## src/rtl/core/rnra_pkg.sv

```systemverilog
// ----------------------------------------------------------------------------
// rnra_pkg
// Types and constants shared by the ring neighbor resource arbiter modules.
// ----------------------------------------------------------------------------
package rnra_pkg;

  localparam int SEAT_W  = 4;
  localparam int COUNT_W = 5;
  localparam int ADDR_W  = 3;
  localparam int DATA_W  = 32;

  localparam logic [COUNT_W-1:0] SEAT_COUNT_RESET = 5'd5;
  localparam logic               REG_SEAT_COUNT   = 1'b0;

  localparam logic CMD_TAKE    = 1'b0;
  localparam logic CMD_RELEASE = 1'b1;

  typedef enum logic [1:0] {
    PH_THINKING = 2'd0,
    PH_HUNGRY   = 2'd1,
    PH_EATING   = 2'd2
  } phase_t;

  typedef enum logic [2:0] {
    S_IDLE,
    S_CHECK,
    S_GRANT1,
    S_GRANT2,
    S_DONE
  } state_t;

  typedef enum logic [2:0] {
    DP_NONE,
    DP_LOAD,
    DP_CHECK,
    DP_GRANT_FIRST,
    DP_GRANT_SECOND,
    DP_PUBLISH
  } dp_op_t;

  typedef struct packed {
    dp_op_t op;
  } ctrl_cmd_t;

  typedef struct packed {
    logic bad;
    logic release_cmd;
  } dp_status_t;

endpackage

```

## src/rtl/core/rnra_datapath.sv

```systemverilog
// ----------------------------------------------------------------------------
// rnra_datapath
// Seat phase cells, neighbor grant logic, working result and output word.
// ----------------------------------------------------------------------------
module rnra_datapath import rnra_pkg::*; #(
  parameter int MAX_SEATS = 16
) (
  input  logic               clk,
  input  logic               rst,
  input  ctrl_cmd_t          ctl,
  output dp_status_t         status,
  input  logic [COUNT_W-1:0] seat_count,
  input  logic               cmd,
  input  logic [SEAT_W-1:0]  seat,
  output logic               first_valid,
  output logic [SEAT_W-1:0]  first_seat,
  output logic               second_valid,
  output logic [SEAT_W-1:0]  second_seat,
  output logic               error
);

  localparam int IDX_W = $clog2(MAX_SEATS);
  localparam int CNT_W = $clog2(MAX_SEATS + 1);
  localparam int CMP_W = (CNT_W > SEAT_W) ? CNT_W : SEAT_W;

  phase_t               phase      [MAX_SEATS];
  phase_t               phase_next [MAX_SEATS];
  logic [1:0]           up_ph      [MAX_SEATS];
  logic [1:0]           dn_ph      [MAX_SEATS];
  logic [MAX_SEATS-1:0] sel;
  logic [MAX_SEATS-1:0] is_last;
  logic [MAX_SEATS-1:0] can;
  logic [1:0]           cur_ph;
  logic [1:0]           last_ph;
  logic                 grant;
  logic [CNT_W-1:0]     n;
  logic [IDX_W-1:0]     hi_idx;
  logic [IDX_W-1:0]     lo_idx;

  logic                 cmd_q;
  logic [SEAT_W-1:0]    seat_q;
  logic [IDX_W-1:0]     target;
  logic [IDX_W-1:0]     lo_q;
  logic                 res_fv;
  logic [SEAT_W-1:0]    res_fs;
  logic                 res_sv;
  logic [SEAT_W-1:0]    res_ss;
  logic                 res_err;

  always_comb begin
    if (seat_count == '0) begin
      n = CNT_W'(1);
    end else if (int'(seat_count) > MAX_SEATS) begin
      n = CNT_W'(MAX_SEATS);
    end else begin
      n = CNT_W'(seat_count);
    end
  end

  for (genvar i = 0; i < MAX_SEATS; i++) begin : g_cell
    assign sel[i]     = (target == IDX_W'(i));
    assign is_last[i] = (CNT_W'(i + 1) == n);
    assign up_ph[i]   = is_last[i] ? phase[0] : phase[(i + 1) % MAX_SEATS];
    if (i == 0) begin : g_first
      assign dn_ph[i] = last_ph;
    end else begin : g_rest
      assign dn_ph[i] = phase[i - 1];
    end
    assign can[i] = (phase[i] == PH_HUNGRY) && (up_ph[i] != PH_EATING)
                    && (dn_ph[i] != PH_EATING);
  end

  always_comb begin
    cur_ph  = '0;
    last_ph = '0;
    for (int i = 0; i < MAX_SEATS; i++) begin
      if (sel[i]) begin
        cur_ph = cur_ph | phase[i];
      end
      if (is_last[i]) begin
        last_ph = last_ph | phase[i];
      end
    end
  end

  assign grant  = |(sel & can);
  assign hi_idx = (CNT_W'(target) + CNT_W'(1) == n) ? '0 : target + IDX_W'(1);
  assign lo_idx = (target == '0) ? IDX_W'(n - CNT_W'(1)) : target - IDX_W'(1);

  assign status.release_cmd = (cmd_q == CMD_RELEASE);
  assign status.bad = (CMP_W'(seat_q) >= CMP_W'(n))
                      || ((cmd_q == CMD_TAKE) ? (cur_ph != PH_THINKING)
                                              : (cur_ph != PH_EATING));

  always_comb begin
    for (int i = 0; i < MAX_SEATS; i++) begin
      phase_next[i] = phase[i];
      case (ctl.op)
        DP_CHECK: begin
          if (sel[i] && !status.bad) begin
            phase_next[i] = (cmd_q == CMD_TAKE) ? PH_HUNGRY : PH_THINKING;
          end
        end
        DP_GRANT_FIRST, DP_GRANT_SECOND: begin
          if (sel[i] && can[i]) begin
            phase_next[i] = PH_EATING;
          end
        end
        default: begin
        end
      endcase
    end
  end

  always_ff @(posedge clk) begin
    if (rst) begin
      for (int i = 0; i < MAX_SEATS; i++) begin
        phase[i] <= PH_THINKING;
      end
    end else begin
      for (int i = 0; i < MAX_SEATS; i++) begin
        phase[i] <= phase_next[i];
      end
    end
  end

  always_ff @(posedge clk) begin
    case (ctl.op)
      DP_LOAD: begin
        cmd_q  <= cmd;
        seat_q <= seat;
        target <= IDX_W'(seat);
      end
      DP_CHECK: begin
        res_err <= status.bad;
        res_fv  <= 1'b0;
        res_fs  <= '0;
        res_sv  <= 1'b0;
        res_ss  <= '0;
        lo_q    <= lo_idx;
        if (status.release_cmd) begin
          target <= hi_idx;
        end
      end
      DP_GRANT_FIRST: begin
        if (grant) begin
          res_fv <= 1'b1;
          res_fs <= SEAT_W'(target);
        end
        target <= lo_q;
      end
      DP_GRANT_SECOND: begin
        if (grant) begin
          res_sv <= 1'b1;
          res_ss <= SEAT_W'(target);
        end
      end
      DP_PUBLISH: begin
        first_valid  <= res_fv;
        first_seat   <= res_fs;
        second_valid <= res_sv;
        second_seat  <= res_ss;
        error        <= res_err;
      end
      default: begin
      end
    endcase
  end

`ifndef SYNTH
  a_err_no_grant: assert property (@(posedge clk) disable iff (rst)
    (ctl.op == DP_PUBLISH) |-> !(res_err && (res_fv || res_sv)))
    else $error("Error word carries a grant.");
`endif

endmodule

```

## src/rtl/core/rnra_ctrl.sv

```systemverilog
// ----------------------------------------------------------------------------
// rnra_ctrl
// Sequencer for check, grant steps and output word handoff.
// ----------------------------------------------------------------------------
module rnra_ctrl import rnra_pkg::*; (
  input  logic       clk,
  input  logic       rst,
  input  logic       in_valid,
  output logic       in_stall,
  output logic       out_valid,
  input  logic       out_stall,
  input  dp_status_t status,
  output ctrl_cmd_t  ctl
);

  state_t state;
  state_t state_next;
  logic   out_full;
  logic   out_full_next;

  always_ff @(posedge clk) begin
    if (rst) begin
      state    <= S_IDLE;
      out_full <= 1'b0;
    end else begin
      state    <= state_next;
      out_full <= out_full_next;
    end
  end

  always_comb begin
    state_next = state;
    ctl.op     = DP_NONE;
    case (state)
      S_IDLE: begin
        if (in_valid) begin
          ctl.op     = DP_LOAD;
          state_next = S_CHECK;
        end
      end
      S_CHECK: begin
        ctl.op     = DP_CHECK;
        state_next = status.bad ? S_DONE : S_GRANT1;
      end
      S_GRANT1: begin
        ctl.op     = DP_GRANT_FIRST;
        state_next = status.release_cmd ? S_GRANT2 : S_DONE;
      end
      S_GRANT2: begin
        ctl.op     = DP_GRANT_SECOND;
        state_next = S_DONE;
      end
      S_DONE: begin
        if (!out_full || !out_stall) begin
          ctl.op     = DP_PUBLISH;
          state_next = S_IDLE;
        end
      end
      default: begin
        state_next = S_IDLE;
      end
    endcase
  end

  always_comb begin
    out_full_next = out_full;
    if (ctl.op == DP_PUBLISH) begin
      out_full_next = 1'b1;
    end else if (out_full && !out_stall) begin
      out_full_next = 1'b0;
    end
  end

  assign in_stall  = (state != S_IDLE);
  assign out_valid = out_full;

`ifndef SYNTH
  a_accept_to_check: assert property (@(posedge clk) disable iff (rst)
    (in_valid && !in_stall) |=> (state == S_CHECK))
    else $error("Accepted word did not move to the check step.");
  a_second_after_first: assert property (@(posedge clk) disable iff (rst)
    (state == S_GRANT2) |-> ($past(state) == S_GRANT1))
    else $error("Second grant step without a first grant step.");
  a_no_overwrite: assert property (@(posedge clk) disable iff (rst)
    (ctl.op == DP_PUBLISH) |-> !(out_full && out_stall))
    else $error("Output word overwritten while stalled.");
`endif

endmodule

```

## src/rtl/core/ring_neighbor_resource_arbiter_unit.sv

```systemverilog
// ----------------------------------------------------------------------------
// ring_neighbor_resource_arbiter_unit: dining-philosophers seat arbiter.
// Steps: check, first grant, second grant (release only), done; an error skips to done.
// A new word is accepted only in idle, once the last result word is published (held by out_stall).
// Reset sets all seats thinking and seat_count to 5.
// ----------------------------------------------------------------------------
module ring_neighbor_resource_arbiter_unit import rnra_pkg::*; #(
  parameter int MAX_SEATS = 16
) (
  input  logic              clk,
  input  logic              rst,
  input  logic              psel,
  input  logic              penable,
  input  logic              pwrite,
  input  logic [ADDR_W-1:0] paddr,
  input  logic [DATA_W-1:0] pwdata,
  output logic [DATA_W-1:0] prdata,
  output logic              pready,
  input  logic              in_valid,
  output logic              in_stall,
  input  logic              cmd,
  input  logic [SEAT_W-1:0] seat,
  output logic              out_valid,
  input  logic              out_stall,
  output logic              first_valid,
  output logic [SEAT_W-1:0] first_seat,
  output logic              second_valid,
  output logic [SEAT_W-1:0] second_seat,
  output logic              error
);

  logic [COUNT_W-1:0] seat_count;
  logic               reg_write;
  ctrl_cmd_t          ctl;
  dp_status_t         status;

  assign pready    = 1'b1;
  assign reg_write = psel && penable && pwrite && pready;

  always_ff @(posedge clk) begin
    if (rst) begin
      seat_count <= SEAT_COUNT_RESET;
    end else if (reg_write && (paddr[2] == REG_SEAT_COUNT)) begin
      seat_count <= pwdata[COUNT_W-1:0];
    end
  end

  assign prdata = (paddr[2] == REG_SEAT_COUNT) ? DATA_W'(seat_count) : '0;

  rnra_ctrl u_ctrl (
    .clk       (clk),
    .rst       (rst),
    .in_valid  (in_valid),
    .in_stall  (in_stall),
    .out_valid (out_valid),
    .out_stall (out_stall),
    .status    (status),
    .ctl       (ctl)
  );

  rnra_datapath #(
    .MAX_SEATS (MAX_SEATS)
  ) u_datapath (
    .clk          (clk),
    .rst          (rst),
    .ctl          (ctl),
    .status       (status),
    .seat_count   (seat_count),
    .cmd          (cmd),
    .seat         (seat),
    .first_valid  (first_valid),
    .first_seat   (first_seat),
    .second_valid (second_valid),
    .second_seat  (second_seat),
    .error        (error)
  );

endmodule

```

## config.mk

```make
export PLATFORM = sky130hd
export DESIGN_NAME = ring_neighbor_resource_arbiter_unit
export DESIGN_NICKNAME = d
export VERILOG_FILES = /design/src/rtl/core/rnra_pkg.sv /design/src/rtl/core/rnra_datapath.sv /design/src/rtl/core/rnra_ctrl.sv /design/src/rtl/core/ring_neighbor_resource_arbiter_unit.sv
export SDC_FILE = /design/constraint.sdc
export NUM_CORES = 1
export LEC_CHECK = 0
export ABC_AREA = 1
export BUFFER_PORTS_ARGS = -buffer_cell sky130_fd_sc_hd__buf_2
export CAP_MARGIN = 15
export CORE_UTILIZATION = 57
export CTS_BUF_LIST = sky130_fd_sc_hd__clkbuf_16
export CTS_CLUSTER_DIAMETER = 80
export DETAILED_ROUTE_END_ITERATION = 8
export PLACE_DENSITY = 0.83
export SLEW_MARGIN = 0
export SYNTH_ARGS = -nofsm -noshare
export SYNTH_HDL_FRONTEND = slang
export SYNTH_SLANG_ARGS = --single-unit
```

## constraint.sdc

```tcl
create_clock -name clk -period 3.53 [get_ports clk]
set_clock_uncertainty 0.2 [all_clocks]
set_input_delay 0.5295 -clock clk [delete_from_list [all_inputs] [get_ports clk]]
set_output_delay 0.5295 -clock clk [all_outputs]
set_load 0.01 [all_outputs]
```

Yosys cells after proc, flatten, opt, wreduce, memory -nomap -nowiden. Memory sizes are Yosys's and may differ from the RTL's. Cells that the tools add are included. W data, S select, Z words.

Add/sub/neg operators: 4. Order comparisons: 2. Equal/unequal tests: 94. Muxes and demuxes: 139. Bitwise operators: 48. Reductions and logical operators: 88.

Operators by type and width (number): $mux W2 (95); $logic_and A1 B1 Y1 (68); $ne A2 B2 Y1 const B (33); $pmux W2 S2 (16); $or A2 B2 Y2 (30); $eq A4 B5 Y1 const A (8); $eq A2 B1 Y1 const B (16); $eq A4 B4 Y1 const B (8); $pmux W3 S5 (2); $eq A3 B5 Y1 const A (4); $and A16 B16 Y16 (1); $eq A4 B3 Y1 const B (4); $mux W4 (4); $or A1 B1 Y1 (16); $pmux W4 S2 (2); $reduce_or A16 Y1 (1); $mux W3 (5); $mux W5 (3); $eq A3 B2 Y1 const B (4); $pmux W4 S3 (1); $eq A2 B5 Y1 const A (2); $eq A3 B3 Y1 const B (3); $mux W1 (9); $eq A4 B2 Y1 const B (2); other kinds (22) (38).

Bits in registers: 44. RAM bits: 32. Output and inout bits: 46. Memories: 1.

Memories: u_datapath.phase (depth 16, width 2, rd ports 16, clocked after Yosys merged registers in 0, write ports 16, line rnra_datapath.sv:26) `phase_t phase [MAX_SEATS];`.

Longest topological paths before layout. Gate-level depths: netlist of run 1.

Word-level depth: 41. Mapped depth: 21. Mapped depth without buffers: 21.

Modules after synthesis. Synthesis of run 1 repeated with hierarchy kept, for this count alone.

Cell total of the unflattened synthesis: 797. Area total of the unflattened synthesis: 5511.5 um2.

By module, submodules not included: rnra_datapath (instances 1, cells an instance 678, area an instance 4739.5 um2); ring_neighbor_resource_arbiter_unit (instances 1, cells an instance 75, area an instance 494.2 um2); rnra_ctrl (instances 1, cells an instance 44, area an instance 277.8 um2).

Worst setup path after synthesis of run 1. Ideal clock, no wire load.

Path kind: reg-to-reg. From: register seat_count[4]. To: memory u_datapath.phase[8][0] (netlist bit). Library setup time: 0.132 ns. Arrival time: 2.444 ns. Data required time: 3.198 ns. Slack: 0.754 ns. Stages on the path, launching flop included: 18. Clock period less this slack: 2.776 ns. Cells stage by stage: dfxtp_1 clkbuf_1 nand2_1 inv_1 nor2_1 inv_1 ha_1 nand2_1 inv_1 o21ai_0 o2111ai_1 nor2_8 buf_8 nand3_2 nand2_2 nand3_1 nand2_1 a21oi_1.

RTL lines: start, declared (line ring_neighbor_resource_arbiter_unit.sv:32) `logic [COUNT_W-1:0] seat_count;`; start signal, assigned (line ring_neighbor_resource_arbiter_unit.sv:44) `seat_count <= pwdata[COUNT_W-1:0];`; end, declared (line rnra_datapath.sv:26).

==> impl_metrics.tcl, run 1 <==
set metrics [dict create \
    fill_cells 802 \
    fin_crit_sh_pct 91.6 \
    synth_seq_cells 76 \
    rsz0062_at_grt "no" \
    io_pins 93 \
    crit_arrival_ns 3.33 \
    synth_area_per_cell_um2 6.95 \
    setup_viol_count_final 0 \
    worstPathRequired_ns 3.62 \
    clock_latency_ns 0.35 \
    maxCapViolations 0 \
    fp.dieH_um 98.7 \
    route.vias.total 5395 \
    routed_wl_um 16200 \
    cts_resized 0 \
    clk_path_buf_depth 2 \
    end_kind "flop" \
    rows 34 \
    grt_pass1_vias 5005 \
    most-common-layout-cells "nand2_1 (164), nor2_1 (106), nand3_1 (93)" \
    hold_path_startpoint "cmd" \
    status "completed" \
    dr.pass1.iters 6 \
    final_util_pct 65.2 \
    antenna_found_initial 0 \
    antenna_cells 0 \
    drt.antenna.violating_nets 0 \
    fp.dieW_um 98.7 \
    dieArea_um2 9740 \
    drc_errors 0 \
    r2r_slack_ns 0.30 \
    reg2reg_to "u_datapath.phase[6][1]$_SDFFE_PP0P_" \
    cts_buffers 9 \
    min_path_cells 1 \
    synth_area_um2 5330 \
    place.gp.congestion 0.962 \
    yosys_warnings 0 \
    area_growth_pct 8.88 \
    final_common_cell "nand2_1" \
    fin_nets 859 \
    yosysSeqAreaShare_pct 35.1 \
    ir_drop_mv 0.305 \
    seqCellArea_um2 1870 \
    synth_ff_type "dfxtp_1" \
    dp_cells 896 \
    htree_levels 3 \
    worst_slew_pin_slew_ns 0.831 \
    cts.reportedPaths.clkPinSlew_ns 0.07 \
    powerDensity_nw_per_um2 586 \
    hold_end "u_datapath.cmd_q$_DFFE_PP_" \
    crit_type "flop to flop" \
    grt_usage_pct 34.8 \
    tritoncts "done" \
    clock-sinks 76 \
    post-cts-setup-buffer-count 0 \
    min_path_type "primary input to flop" \
    timing_hold_violations_final 0 \
    core_um2 8890 \
    holdBufCountCts 0 \
    report.final.slew_viol_count 0 \
    viasPerCell 5.92 \
    initial_utilization_pct 59.9 \
    yosysUniqueCellTypes 39 \
    grt_pass1_wl_um 25700 \
    hpwlAfterDp_um 11600 \
    r2r_cells 18 \
    totalNegativeSetupSlack_ns 0 \
    grt_overflow 0 \
    reg2reg_from "seat_count[0]$_SDFFE_PP1P_" \
    worstSetupStartpointType "flop" \
    port_buffers 35 \
    drive_above_1_share_pct 12.9 \
    drt_iter0_markers 547 \
    synthArstFlopShare_pct 0 \
    fmax_ghz 0.309 \
    worstPathMaxFanout 17 \
    grt_max_degree 37 \
    wl_per_cell_um 17.7 \
    synth_edf_count 35 \
    p_leak_nw 2.61 \
    synth_cells 767 \
    layout_min_cycle_time_ns 3.23 \
    multi_input_area_um2 2840 \
    final_cells 912 \
    root_buffer "clkbuf_16" \
    slew_headroom_pct 44.4 \
]
==> sequential cells by signal (all words and copies together) (netlist names), 4 cells and up <==
register,cells
u_datapath.phase,32
seat_count,5
u_datapath.first_seat,4
u_datapath.lo_q,4
u_datapath.res_fs,4
u_datapath.res_ss,4
u_datapath.seat_q,4
u_datapath.second_seat,4
u_datapath.target,4
==> cells in the mapped netlist, types with 13 or more instances <==
cell type,n,area [um^2]
o21ai_0,16,80.1
edfxtp_1,35,1050
dfxtp_1,41,821
o211ai_1,15,113
ha_1,13,163
nand4_1,28,175
nor2_1,106,398
nand3_1,93,465
buf_4,29,218
nand2_1,164,616
a21oi_1,35,175
inv_1,86,323
==> cell type report <==
class	count	area share [%]
multi-input cells	566	48.9
flip-flops and latches	76	32.3
inverters	95	6.15
repair buffers	51	5.09
clock buffers	9	3.88
well taps	108	2.33
clock inverters	7	1.38
==> power by group <==
group	total (mW)	internal (mW)	switching, mW
Sequential	1.24	1.10	0.148
Combinational	1.17	0.327	0.845
Clock	0.981	0.559	0.421
Total	3.40	1.98	1.41
==> critical path, cell delays in order, from the launching register on <==
cell,delay (ns)
dfxtp_1,0.31
nor2_1,0.10
nand3_1,0.09
nand2_1,0.07
inv_1,0.06
nor2_1,0.26
inv_1,0.17
ha_1,0.23
nand2_1,0.05
inv_1,0.04
o21ai_0,0.24
o2111ai_1,0.33
nor2_8,0.44
nand3_1,0.13
nand2_1,0.09
nand3_1,0.12
nand2_1,0.10
nand2_1,0.05
nor2_1,0.10
==> per-layer routing <==
| metal | share of wire [%] | track usage, % |
|---|---|---|
| met1 | 43 | 46.2 |
| met2 | 45 | 56.3 |
| met3 | 9.5 | 7.59 |
| met4 | 2.3 | 11.6 |
| met5 | 0 | 0 |
==> worst max-delay path by stage <==
stage | start | end | slack (ns)
final | seat_count[0]$_SDFFE_PP1P_ | u_datapath.phase[6][1]$_SDFFE_PP0P_ | 0.30
after global routing | seat_count[1]$_SDFFE_PP0P_ | u_datapath.phase[4][1]$_SDFFE_PP0P_ | 0.10
after CTS | seat_count[0]$_SDFFE_PP1P_ | u_datapath.phase[11][0]$_SDFFE_PP0P_ | 0.36
after detailed placement | seat_count[0]$_SDFFE_PP1P_ | u_datapath.phase[11][0]$_SDFFE_PP0P_ | 0.39
after global placement | seat_count[0]$_SDFFE_PP1P_ | u_datapath.res_fv$_DFFE_PP_ | 0.44
after floorplan | seat_count[4]$_SDFFE_PP0P_ | u_datapath.phase[8][0]$_SDFFE_PP0P_ | 0.75
==> cells by family after synthesis <==
family | count (synthesis) | share of synthesized area, %
and+or+nand+nor | 440 | 38.4
other | 2 | 0.141
DFF | 76 | 35.1
AOI/OAI and AO/OA | 81 | 9.09
buffers and inverters | 151 | 13.6
xor gates and xnor gates | 4 | 0.658
adders and majority gates | 13 | 3.05
==> through the flow <==
| step | setup slack, ns | power, mW | hold slack (ns) | area, um^2 |
|---|---|---|---|---|
| floorplan | 0.754 | 2.10 | 0.200 | 5430 |
| global placement | 0.438 | 2.35 | 0.205 | 5500 |
| detailed placement | 0.387 | 2.39 | 0.205 | 5500 |
| CTS | 0.365 | 3.35 | 0.153 | 5800 |
| global route | 0.104 | 3.56 | 0.155 | 5800 |
| finish | 0.296 | 3.40 | 0.156 | 5800 |
(Power assumes the default switching activity.)
==> inputs of run 2 (changes only) <==
--- a/config.mk
+++ b/config.mk
@@ -8,11 +8,14 @@
 export ABC_AREA = 1
 export BUFFER_PORTS_ARGS = -buffer_cell sky130_fd_sc_hd__buf_2
 export CAP_MARGIN = 15
+export CORE_ASPECT_RATIO = 1.75
+export CORE_MARGIN = 8
 export CORE_UTILIZATION = 57
 export CTS_BUF_LIST = sky130_fd_sc_hd__clkbuf_16
 export CTS_CLUSTER_DIAMETER = 80
 export DETAILED_ROUTE_END_ITERATION = 8
 export PLACE_DENSITY = 0.83
+export REMOVE_ABC_BUFFERS = 1
 export SLEW_MARGIN = 0
 export SYNTH_ARGS = -nofsm -noshare
 export SYNTH_HDL_FRONTEND = slang
==> impl_metrics.tcl, run 2 (same netlist as run 1, synthesis figures left out) <==
set metrics [dict create \
    dr.pass1.iters 8 \
    cpMaxStageDelayCell "ha_1" \
    post-cts-setup-buffer-count 0 \
    worstSetupStartpointType "flop" \
    maxCapViolations 0 \
    most-common-layout-cells "nand2_1 (164), nor2_1 (106), nand3_1 (93)" \
    rsz0062_at_grt "no" \
    timing_hold_violations_final 0 \
    totalNegativeSetupSlack_ns 0 \
    status "completed" \
    power.share.clock_pct 28.4 \
    crit_arrival_ns 3.08 \
    cts_buffers 9 \
    cts_resized 0 \
    report.final.slew_viol_count 0 \
    holdBufCountCts 0 \
    worstPathRequired_ns 3.36 \
    use_met3_pct 6.35 \
    dp_cells 941 \
    netSwitchingPower_mw 1.45 \
    grt_usage_pct 30.8 \
    min_path_type "primary input to flop" \
    powerDensity_nw_per_um2 583 \
    drt_iter0_markers 482 \
    top_register "u_datapath.phase" \
    grt_util_met2_pct 52.3 \
    viasPerCell 5.94 \
    grt_pass1_wl_um 29200 \
    fp.dieH_um 144 \
    fin_crit_sh_pct 92.2 \
    worst_slew_pin_slew_ns 0.925 \
    grt_overflow 0 \
    hpwlAfterDp_um 13700 \
    dp_slack_ns 0.467 \
    p_leak_nw 2.79 \
    fmax_ghz 0.307 \
    core_um2 9090 \
    root_buffer "clkbuf_16" \
    crit_top_cell "nand2_1" \
    clock-sinks 76 \
    final_cells 957 \
    io_pins 93 \
    reg_top3 "u_datapath.phase: 32 flops, seat_count: 5 flops" \
    final_common_cell "nand2_1" \
    place.gp.congestion 1.05 \
    stdcell_area_um2 6100 \
    rows 46 \
    grt.met1_usage_pct 31.0 \
    finalPower_mw 3.55 \
    critPathBufInv 2 \
    antenna_cells 0 \
    htree_levels 3 \
    path_delay_family "simple AND/OR/NAND/NOR gates" \
    grt_busiest_layer "met2" \
    wl_per_cell_um 19.6 \
    fin_ws_ns 0.277 \
    grt_pass1_vias 5630 \
    route.vias.total 5688 \
    clk_path_buf_depth 2 \
    dpl-instance-area_um2 5780 \
    antenna_found_initial 0 \
    cts.reportedPaths.clkPinSlew_ns 0.06 \
    area_growth_pct 14.5 \
    tritoncts "done" \
    sw_frac_of_total_pct 40.7 \
    port_buffers 35 \
    routed_wl_um 18700 \
    setup_viol_count_final 0 \
    ir_drop_mv 0.315 \
    grt_max_degree 37 \
    p_comb_share_pct 36.7 \
    layout_min_cycle_time_ns 3.25 \
    drc_errors 0 \
    cpPeakStageDelay_ns 0.50 \
    power_frac_seq_pct 34.9 \
    crit_type "flop to flop" \
    fp.dieW_um 89.1 \
    largest_reg_flops 32 \
    dieArea_um2 12800 \
    fin_nets 892 \
    power.internal_mw 2.11 \
    initial_utilization_pct 58.6 \
    end_kind "flop" \
    drive_above_1_share_pct 16.2 \
    drt.antenna.violating_nets 0 \
    worstPathMaxFanout 8 \
    clock_latency_ns 0.35 \
    slew_headroom_pct 38.1 \
    critical_path.cell_chain "inv_1, ha_1, inv_2, nor2_1, nand2_1, a211oi_1, o211ai_1, nand4_1, nor2_1, nand3_1, nand2_1, nand2_1" \
]
[run 2: changes by cell type in the layout (fill, tap and decap cells not counted), sizes merged]
| cell | previous run | this run |
|---|---|---|
| clkinv | 5 | 9 |
| buf | 51 | 84 |
| bufinv | 1 | 2 |
| inv | 95 | 91 |
| clkinvlp | 1 | 0 |
[run 2: per-layer routing]
layer / wire length [um] / share of wire [%] / up-vias
met5: 0 / 0 / -
met4: 1530 / 8.2 / 0
met3: 1460 / 7.8 / 122
met2: 9470 / 51 / 336
met1: 6270 / 33 / 2610
li1: - / - / 2620
[run 2: path summary, 6_finish.rpt]
check,slack (ns),from,cells after the start,end
setup / recovery,0.28,u_datapath.target[0]$_DFFE_PP_,12,u_datapath.res_fs[2]$_SDFFCE_PN0P_
hold / removal,0.17,cmd,1,u_datapath.cmd_q$_DFFE_PP_
setup reg to reg,0.28,u_datapath.target[0]$_DFFE_PP_,12,u_datapath.res_fs[2]$_SDFFCE_PN0P_
hold reg to reg,0.22,u_datapath.res_err$_DFFE_PP_,0,u_datapath.error$_DFFE_PP_
[run 2: power groups by stage]
stage,Clock [mW],Combinational (mW),Sequential (mW)
global route,1.05,1.41,1.25
finish,1.01,1.31,1.24
CTS,1.00,1.27,1.23
floorplan,0,0.792,1.21
global placement,0,1.21,1.24
detailed placement,0,1.25,1.24
[run 2: cell type report]
class,count,area (um^2)
Clock inverter,7,91.3
Timing Repair Buffer,84,568
Tap cell,120,150
Sequential cell,76,1870
Inverter,95,357
Fill cell,803,2990
Multi-Input combinational cell,566,2840
Clock buffer,9,225
[run 2: metrics by stage]
stage | hold slack [ns] | util (%)
after floorplan | 0.200 | -
after global placement | 0.203 | 63.6
after detailed placement | 0.207 | 63.6
after global routing | 0.174 | 67.1
after CTS | 0.173 | 67.1
final | 0.168 | 67.1
